### src/hdl/tcw_pkg.sv
// ----------------------------------------------------------------------------
// Timestamp completion window package
// Shared constants, command codes and word types for the completion window.
// ----------------------------------------------------------------------------
package tcw_pkg;

	// The bitmap is indexed by the low bits of a timestamp, so the window
	// size is a power of two.
	localparam int WINDOW_SIZE = 1024;
	localparam int IDX_W       = $clog2(WINDOW_SIZE);
	localparam int CNT_W       = IDX_W + 1;

	localparam logic [31:0] HALF_PLUS_ONE = 32'(WINDOW_SIZE / 2 + 1);
	localparam logic [31:0] QUARTER       = 32'(WINDOW_SIZE / 4);
	localparam logic [CNT_W-1:0] FULL_COUNT = CNT_W'(WINDOW_SIZE);

	typedef enum logic [2:0] {
		CMD_MARK  = 3'd0,
		CMD_QUERY = 3'd1,
		CMD_CLEAR = 3'd2,
		CMD_SLIDE = 3'd3,
		CMD_INIT  = 3'd4
	} tcw_cmd_t;

	typedef struct packed {
		logic [2:0]  command;
		logic [31:0] timestamp;
	} tcw_req_t;

	typedef struct packed {
		logic        completed;
		logic [31:0] window_base;
	} tcw_rsp_t;

	typedef struct packed {
		logic             we;
		logic [IDX_W-1:0] addr;
		logic             wdata;
	} tcw_mem_req_t;

endpackage

### src/hdl/timestamp_completion_window_unit.sv
// ----------------------------------------------------------------------------
// Timestamp completion window
// Circular completion bitmap with a sliding window base, one command at a time.
// ----------------------------------------------------------------------------
// A command word is taken when start is high and busy is low; each command
// gives one result word, shown for a single cycle with done, which the
// receiver must take as it comes. Mark, clear and unknown commands finish in
// the execute state, and a query adds a response state for the registered
// bitmap read. A slide that does not move the window ends at the check; one
// that does computes the target base and the span, then clears the span,
// where span is the number of entries cleared (the whole window, 1024, when
// the move reaches past it). Reinitialise clears the whole bitmap, and after
// reset busy stays high while the bitmap is cleared. The single-port bitmap
// clears one entry per cycle; the slide steps through the one shared subtractor.
module timestamp_completion_window_unit
	import tcw_pkg::*;
(
	input  logic     clk,
	input  logic     arst_n,
	input  logic     start,
	input  tcw_req_t request,
	output logic     busy,
	output logic     done,
	output tcw_rsp_t result
);

	typedef enum logic [2:0] {
		ST_IDLE,
		ST_EXEC,
		ST_QRESP,
		ST_CHK,
		ST_TGT,
		ST_SPAN,
		ST_CLEAR
	} state_t;

	state_t           state_q;
	tcw_req_t         req_q;
	tcw_rsp_t         rsp_q;
	logic             done_q;
	logic [31:0]      base_q;
	logic [31:0]      tgt_q;
	logic [32:0]      diff_q;
	logic [CNT_W-1:0] cnt_q;
	logic [IDX_W-1:0] ptr_q;
	logic             pend_q;

	logic [31:0]  alu_a;
	logic [31:0]  alu_b;
	logic [32:0]  alu_diff;
	tcw_mem_req_t mem_req;
	logic         rdata;

	tcw_alu u_alu (
		.op_a (alu_a),
		.op_b (alu_b),
		.diff (alu_diff)
	);

	tcw_bitmap u_bitmap (
		.clk     (clk),
		.mem_req (mem_req),
		.rdata   (rdata)
	);

	always_comb begin
		unique case (state_q)
			ST_CHK: begin
				alu_a = diff_q[31:0];
				alu_b = HALF_PLUS_ONE;
			end
			ST_TGT: begin
				alu_a = req_q.timestamp;
				alu_b = QUARTER;
			end
			ST_SPAN: begin
				alu_a = diff_q[31:0];
				alu_b = QUARTER;
			end
			default: begin
				alu_a = req_q.timestamp;
				alu_b = base_q;
			end
		endcase
	end

	always_comb begin
		mem_req.addr  = (state_q == ST_CLEAR) ? ptr_q : req_q.timestamp[IDX_W-1:0];
		mem_req.wdata = (state_q == ST_EXEC) && (req_q.command == CMD_MARK);
		mem_req.we    = ((state_q == ST_EXEC) &&
				((req_q.command == CMD_MARK) || (req_q.command == CMD_CLEAR))) ||
				((state_q == ST_CLEAR) && (cnt_q != '0));
	end

	// Reset starts in the clearing loop so the bitmap is swept before the
	// first command; pend_q stays low so that sweep produces no result.
	always_ff @(posedge clk or negedge arst_n) begin
		if (!arst_n) begin
			state_q <= ST_CLEAR;
			req_q   <= '0;
			rsp_q   <= '0;
			done_q  <= 1'b0;
			base_q  <= '0;
			tgt_q   <= '0;
			diff_q  <= '0;
			cnt_q   <= FULL_COUNT;
			ptr_q   <= '0;
			pend_q  <= 1'b0;
		end else begin
			done_q <= 1'b0;
			unique case (state_q)
				ST_IDLE: begin
					if (start) begin
						req_q   <= request;
						state_q <= ST_EXEC;
					end
				end
				ST_EXEC: begin
					unique case (req_q.command)
						CMD_QUERY: begin
							state_q <= ST_QRESP;
						end
						CMD_SLIDE: begin
							diff_q  <= alu_diff;
							state_q <= ST_CHK;
						end
						CMD_INIT: begin
							cnt_q   <= FULL_COUNT;
							ptr_q   <= '0;
							tgt_q   <= '0;
							pend_q  <= 1'b1;
							state_q <= ST_CLEAR;
						end
						default: begin
							done_q            <= 1'b1;
							rsp_q.completed   <= 1'b0;
							rsp_q.window_base <= base_q;
							state_q           <= ST_IDLE;
						end
					endcase
				end
				ST_QRESP: begin
					done_q            <= 1'b1;
					rsp_q.completed   <= rdata;
					rsp_q.window_base <= base_q;
					state_q           <= ST_IDLE;
				end
				ST_CHK: begin
					// The window moves only when the timestamp is more than
					// half a window past the base.
					if (diff_q[32] || alu_diff[32]) begin
						done_q            <= 1'b1;
						rsp_q.completed   <= 1'b0;
						rsp_q.window_base <= base_q;
						state_q           <= ST_IDLE;
					end else begin
						state_q <= ST_TGT;
					end
				end
				ST_TGT: begin
					tgt_q   <= alu_diff[31:0];
					state_q <= ST_SPAN;
				end
				ST_SPAN: begin
					if (alu_diff[31:IDX_W] != '0) begin
						cnt_q <= FULL_COUNT;
						ptr_q <= '0;
					end else begin
						cnt_q <= {1'b0, alu_diff[IDX_W-1:0]};
						ptr_q <= base_q[IDX_W-1:0];
					end
					pend_q  <= 1'b1;
					state_q <= ST_CLEAR;
				end
				ST_CLEAR: begin
					if (cnt_q != '0) begin
						cnt_q <= cnt_q - 1'b1;
						ptr_q <= ptr_q + 1'b1;
					end else begin
						base_q <= tgt_q;
						if (pend_q) begin
							done_q            <= 1'b1;
							rsp_q.completed   <= 1'b0;
							rsp_q.window_base <= tgt_q;
						end
						pend_q  <= 1'b0;
						state_q <= ST_IDLE;
					end
				end
				default: begin
					state_q <= ST_IDLE;
				end
			endcase
		end
	end

	assign busy   = (state_q != ST_IDLE);
	assign done   = done_q;
	assign result = rsp_q;

	// The result strobe drops again after every result; done is never held high.
	assert property (@(posedge clk) disable iff (!arst_n)
		done_q |=> !done_q)
	else $error("result strobe held for more than one cycle");

	assert property (@(posedge clk) disable iff (!arst_n)
		(start && !busy) |=> (busy && !done_q))
	else $error("accepted command did not occupy the block");

	assert property (@(posedge clk) disable iff (!arst_n)
		cnt_q <= FULL_COUNT)
	else $error("clear count exceeds the window size");

	assert property (@(posedge clk) disable iff (!arst_n)
		(done_q && rsp_q.completed) |-> $past(state_q == ST_QRESP))
	else $error("completed flag set on a result that is not a query");

	assert property (@(posedge clk) disable iff (!arst_n)
		(state_q == ST_CLEAR && cnt_q == '0) |=> (base_q == $past(tgt_q)))
	else $error("window base not updated at the end of a clear sweep");

endmodule

### src/hdl/tcw_alu.sv
// ----------------------------------------------------------------------------
// Shared subtract unit
// One 33-bit subtractor; the top bit of the difference is the borrow.
// ----------------------------------------------------------------------------
module tcw_alu
	import tcw_pkg::*;
(
	input  logic [31:0] op_a,
	input  logic [31:0] op_b,
	output logic [32:0] diff
);

	assign diff = {1'b0, op_a} - {1'b0, op_b};

endmodule

### src/hdl/tcw_bitmap.sv
// ----------------------------------------------------------------------------
// Completion bitmap
// Single-port bit memory with one access per cycle and registered read data.
// ----------------------------------------------------------------------------
module tcw_bitmap
	import tcw_pkg::*;
(
	input  logic         clk,
	input  tcw_mem_req_t mem_req,
	output logic         rdata
);

	logic mem [WINDOW_SIZE];
	logic rdata_q;

	always_ff @(posedge clk) begin
		if (mem_req.we) begin
			mem[mem_req.addr] <= mem_req.wdata;
		end
		rdata_q <= mem[mem_req.addr];
	end

	assign rdata = rdata_q;

endmodule
### config.mk
export PLATFORM = sky130hd
export DESIGN_NAME = timestamp_completion_window_unit
export DESIGN_NICKNAME = d
export VERILOG_FILES = /design/src/hdl/tcw_pkg.sv /design/src/hdl/timestamp_completion_window_unit.sv /design/src/hdl/tcw_alu.sv /design/src/hdl/tcw_bitmap.sv
export SDC_FILE = /design/constraint.sdc
export NUM_CORES = 2
export LEC_CHECK = 0
export BUFFER_PORTS_ARGS = -buffer_cell sky130_fd_sc_hd__buf_2
export CORE_MARGIN = 5
export CORE_UTILIZATION = 55
export CTS_CLUSTER_SIZE = 24
export DETAILED_ROUTE_END_ITERATION = 16
export PLACE_DENSITY_LB_ADDON = 0.3
export SYNTH_ARGS = -nofsm -noshare
export SYNTH_HDL_FRONTEND = slang
export SYNTH_HIERARCHICAL = 1
export SYNTH_SLANG_ARGS = --single-unit
### constraint.sdc
create_clock -name clk -period 94 [get_ports clk]
set_input_delay 14.1 -clock clk [delete_from_list [all_inputs] [get_ports clk]]
set_output_delay 14.1 -clock clk [all_outputs]
set_load 0.05 [all_outputs]
==> flow_metrics.py <==
metrics = {
    "route": {
        "routed_wl_um": 150000,
        "routed_via_density": 6.39,
        "wl_per_cell_um": 26.4,
        "wl_met2_um": 68900,
        "first_pass_iters": 6,
        "top_layer_used": "met4",
        "drt-initial-drc-count": 5346,
        "routedLengthMet1_um": 57600,
        "wl_met3_um": 17600,
        "drt.antenna.violating_nets": 0,
        "vias": 36363,
        "drc_errors": 0,
    },
    "clock_network": {
        "numCtsBuffers": 120,
        "tritoncts_num_sinks": 1216,
        "root_buffer": "clkbuf_16",
        "cts-hold-fix-buffers": 0,
        "cts_max_level": 3,
        "ctsResizeCount": 0,
        "cts_setup_buffers": 0,
        "cts.path.max_buffers": 3,
        "clk_pin_slew_ns": 0.07,
        "cts_tree": "yes",
        "clk_latency_ns": 0.73,
    },
    "global_route": {
        "grt_antenna_before_repair": 1,
        "grt_overflow": 0,
        "grt_usage": 0.276,
        "grt_max_degree": 280,
        "grt_pass1_vias": 34806,
        "grt_first_pass_wirelength_um": 221000,
    },
    "synthesis": {
        "yosys-top-cells-area": "edfxtp_1 56%, dfrtp_1 8.6%, mux2i_1 8.3%",
        "synth_edf_count": 1024,
        "ys_types": 84,
        "synth-seq-cells": 1216,
        "synth_nets": 4465,
        "synth_flop_cell": "edfxtp_1",
        "synth_area_leader_cell": "edfxtp_1",
        "synth_top_area_share": 0.562,
        "ys_warn_count": 6,
        "synth.avg_cell_area_sq_um": 12.5,
        "syn_area_sq_mm": 0.0547,
        "netlist_instances": 4392,
        "async_reset_ff_frac": 0.157,
        "seq_area_frac_synth": 0.650,
    },
    "timing": {
        "hold_viol": 0,
        "finalCritPeriodShare": 0.172,
        "fin_crit_ns": 16.14,
        "finalSetupTns_ns": 0,
        "tightest_slew_ns": 1.30,
        "skew_ns": 0.0341,
        "slew_violations": 0,
        "rsz0062_at_grt": "false",
        "max_slew_margin": 0.129,
        "setup_viol": 0,
        "setup_ws_ns": 77.86,
        "fmax_mhz": 61.9,
    },
    "worst_setup_path": {
        "cpPeakStageDelay_ns": 0.55,
        "timing.rr.end": "result[18]",
        "slowest_stage": "dfrtp_1",
        "cp.required_ns": 79.90,
        "critical-path-top-delay-family": "flip-flops",
        "crit_path_max_fanout": 15,
        "crit_chain": "or3_1, buf_2",
        "worst-path-buf-inv": 1,
        "r2r_cells": 19,
        "critPathKind": "flip-flop to output pin",
        "cp-end-kind": "output pin",
        "r2r_start": "state_q[2]",
        "r2r_slack_ns": 87.84,
        "worst_ep_arrival_time_ns": 2.04,
        "worstSetupStartpointType": "flip-flop",
    },
    "placed_design": {
        "preCtsSetupSlack_ns": 78.05,
        "place_congestion": 0.845,
        "hpwl_um": 81400,
        "portBuffers": 72,
    },
    "finish": {
        "final_util": 0.606,
        "drive_gt1_frac": 0.131,
        "fill_cells": 7630,
        "register_area_sq_mm": 0.0356,
        "areaGrowthSynthToFinish_pct": 9.22,
        "layout.nets": 4369,
        "multi_input_area_sq_mm": 0.0175,
    },
    "floorplanning": {
        "die_w_um": 325,
        "initial_core_util": 0.555,
        "io_pins": 73,
        "dieArea_sq_mm": 0.106,
        "core_area_sq_mm": 0.0986,
        "rows": 115,
        "die_h_um": 325,
    },
    "power": {
        "ir_drop_mv": 0.0288,
        "power_mw": 1.86,
        "leakagePower_nw": 20.4,
        "powerDensity_mw_per_mm2": 31.1,
    },
    "worst_hold_path": {
        "min_delay_path_depth": 1,
        "min_from": "cnt_q[10]",
        "whs_endpoint": "cnt_q[10]",
        "hp-class": "flip-flop to flip-flop",
    },
    "outcome": {
        "status": "finished, final reports clean",
    },
    "job": {
        "drv_cap": 0,
    },
}
## synthesized netlist by cell type (all sizes together), types with 8 or more instances
| cell | number |
|---|---|
| mux2i | 456 |
| nor4 | 51 |
| nand4 | 9 |
| a21oi | 53 |
| a21o | 14 |
| a31oi | 40 |
| mux4 | 32 |
| a211oi | 11 |
| nand3 | 24 |
| o21a | 10 |
| nand3b | 8 |
| nand2 | 204 |
| xnor2 | 13 |
| o21ai | 58 |
| and2 | 35 |
| and3 | 10 |
| o2111ai | 12 |
| xor2 | 16 |
| o211ai | 11 |
| nor2b | 8 |
| nor3 | 31 |
| buf | 166 |
| edfxtp | 1024 |
| mux2 | 130 |
| inv | 48 |
| dfrtp | 188 |
| o22ai | 203 |
| clkbuf | 209 |
| nor2 | 1155 |
| nor3b | 9 |
| ha | 34 |
| a22o | 33 |
## sequential cells by signal, summed over array words and instances, names as in the netlist
register and count:
u_bitmap/rdata 1, done 1, ptr_q 10, cnt_q 11, diff_q 33, state_q 3
tgt_q 32, u_bitmap/mem 1024, pend_q 1, req_q 35, result 33, base_q 32
## power breakdown
part	leakage (nW)	switching [mW]	internal [mW]
clock	1.91	0.205	0.268
combinational	6.76	0.468	0.254
sequential	11.8	0.0285	0.635
## worst max path at each step
stage,startpoint,to,slack (ns),cells past startpoint
finish,state_q[0],busy,77.86,2
global route,state_q[0],busy,77.79,2
CTS,state_q[0],busy,77.83,2
detailed placement,arst_n,req_q[14],78.05,2
global placement,arst_n,base_q[14],78.07,2
floorplan,state_q[1],u_bitmap/mem[0],47.26,4
## per-stage QoR
stage                     instances  instance area, sq um  hold WS [ns]
after CTS                      5688                 59800         0.495
after floorplan                4392                 54700         0.470
after detailed placement       5461                 55900         0.484
final                          5689                 59800         0.495
after global routing           5688                 59800         0.511
after global placement         5461                 55900         0.483
## cell usage in the layout, fill, tap and decap left out, types with 13 or more instances in the layout
| cell | count |
|---|---|
| mux2_2 | 130 |
| nor4_1 | 50 |
| a31oi_1 | 40 |
| nand2_2 | 32 |
| nand3_1 | 24 |
| xor2_1 | 16 |
| clkinv_2 | 30 |
| mux2i_1 | 456 |
| mux4_2 | 32 |
| ha_1 | 34 |
| clkbuf_16 | 122 |
| and2_1 | 35 |
| a21oi_1 | 48 |
| xnor2_1 | 13 |
| a21o_1 | 13 |
| edfxtp_1 | 1024 |
| nor3_1 | 30 |
| nor2_1 | 1149 |
| buf_2 | 71 |
| dfrtp_1 | 188 |
| clkbuf_1 | 22 |
| clkinv_1 | 32 |
| nand2_1 | 169 |
| o21ai_0 | 55 |
| inv_1 | 48 |
| buf_4 | 82 |
| a22o_1 | 33 |
| o22ai_1 | 201 |
## worst reg2reg max path, delay by kind of cell, from the launching register on
kind,cells,cell delay (ns)
AO/OA/AOI/OAI,10,2.62
XOR/XNOR,1,0.16
adder cells (fa/ha/maj),1,0.43
buffers and inverters,2,0.93
flip-flops,1,0.72
multiplexers,1,0.40
AND/OR/NAND/NOR,4,0.80
## cell type report
class	instances	share of cell area
diodes	1	0.0000419
repair buffers	157	0.0175
flip-flops and latches	1216	0.595
clock buffers	148	0.0534
clock inverters	79	0.0113
inverters	49	0.00308
multi-input cells	2752	0.293
well taps	1287	0.0269
## cells by family after synthesis
| logic type | count (synthesis) | synth area share |
|---|---|---|
| DFF | 1216 | 0.650 |
| adders and majority gates | 35 | 0.00814 |
| and+or+nand+nor | 1589 | 0.121 |
| AOI/OAI and AO/OA | 481 | 0.0584 |
| xor gates and xnor gates | 29 | 0.00464 |
| muxes | 618 | 0.123 |
| buffers and inverters | 424 | 0.0344 |
## routing by layer
metal / vias to the layer above / track usage
li1: 15646 / -
met1: 18229 / 0.386
met3: 404 / 0.0570
met4: 0 / 0.0945
met5: - / 0
met2: 2084 / 0.435
Note: power is estimated with default switching activity, not from simulation.
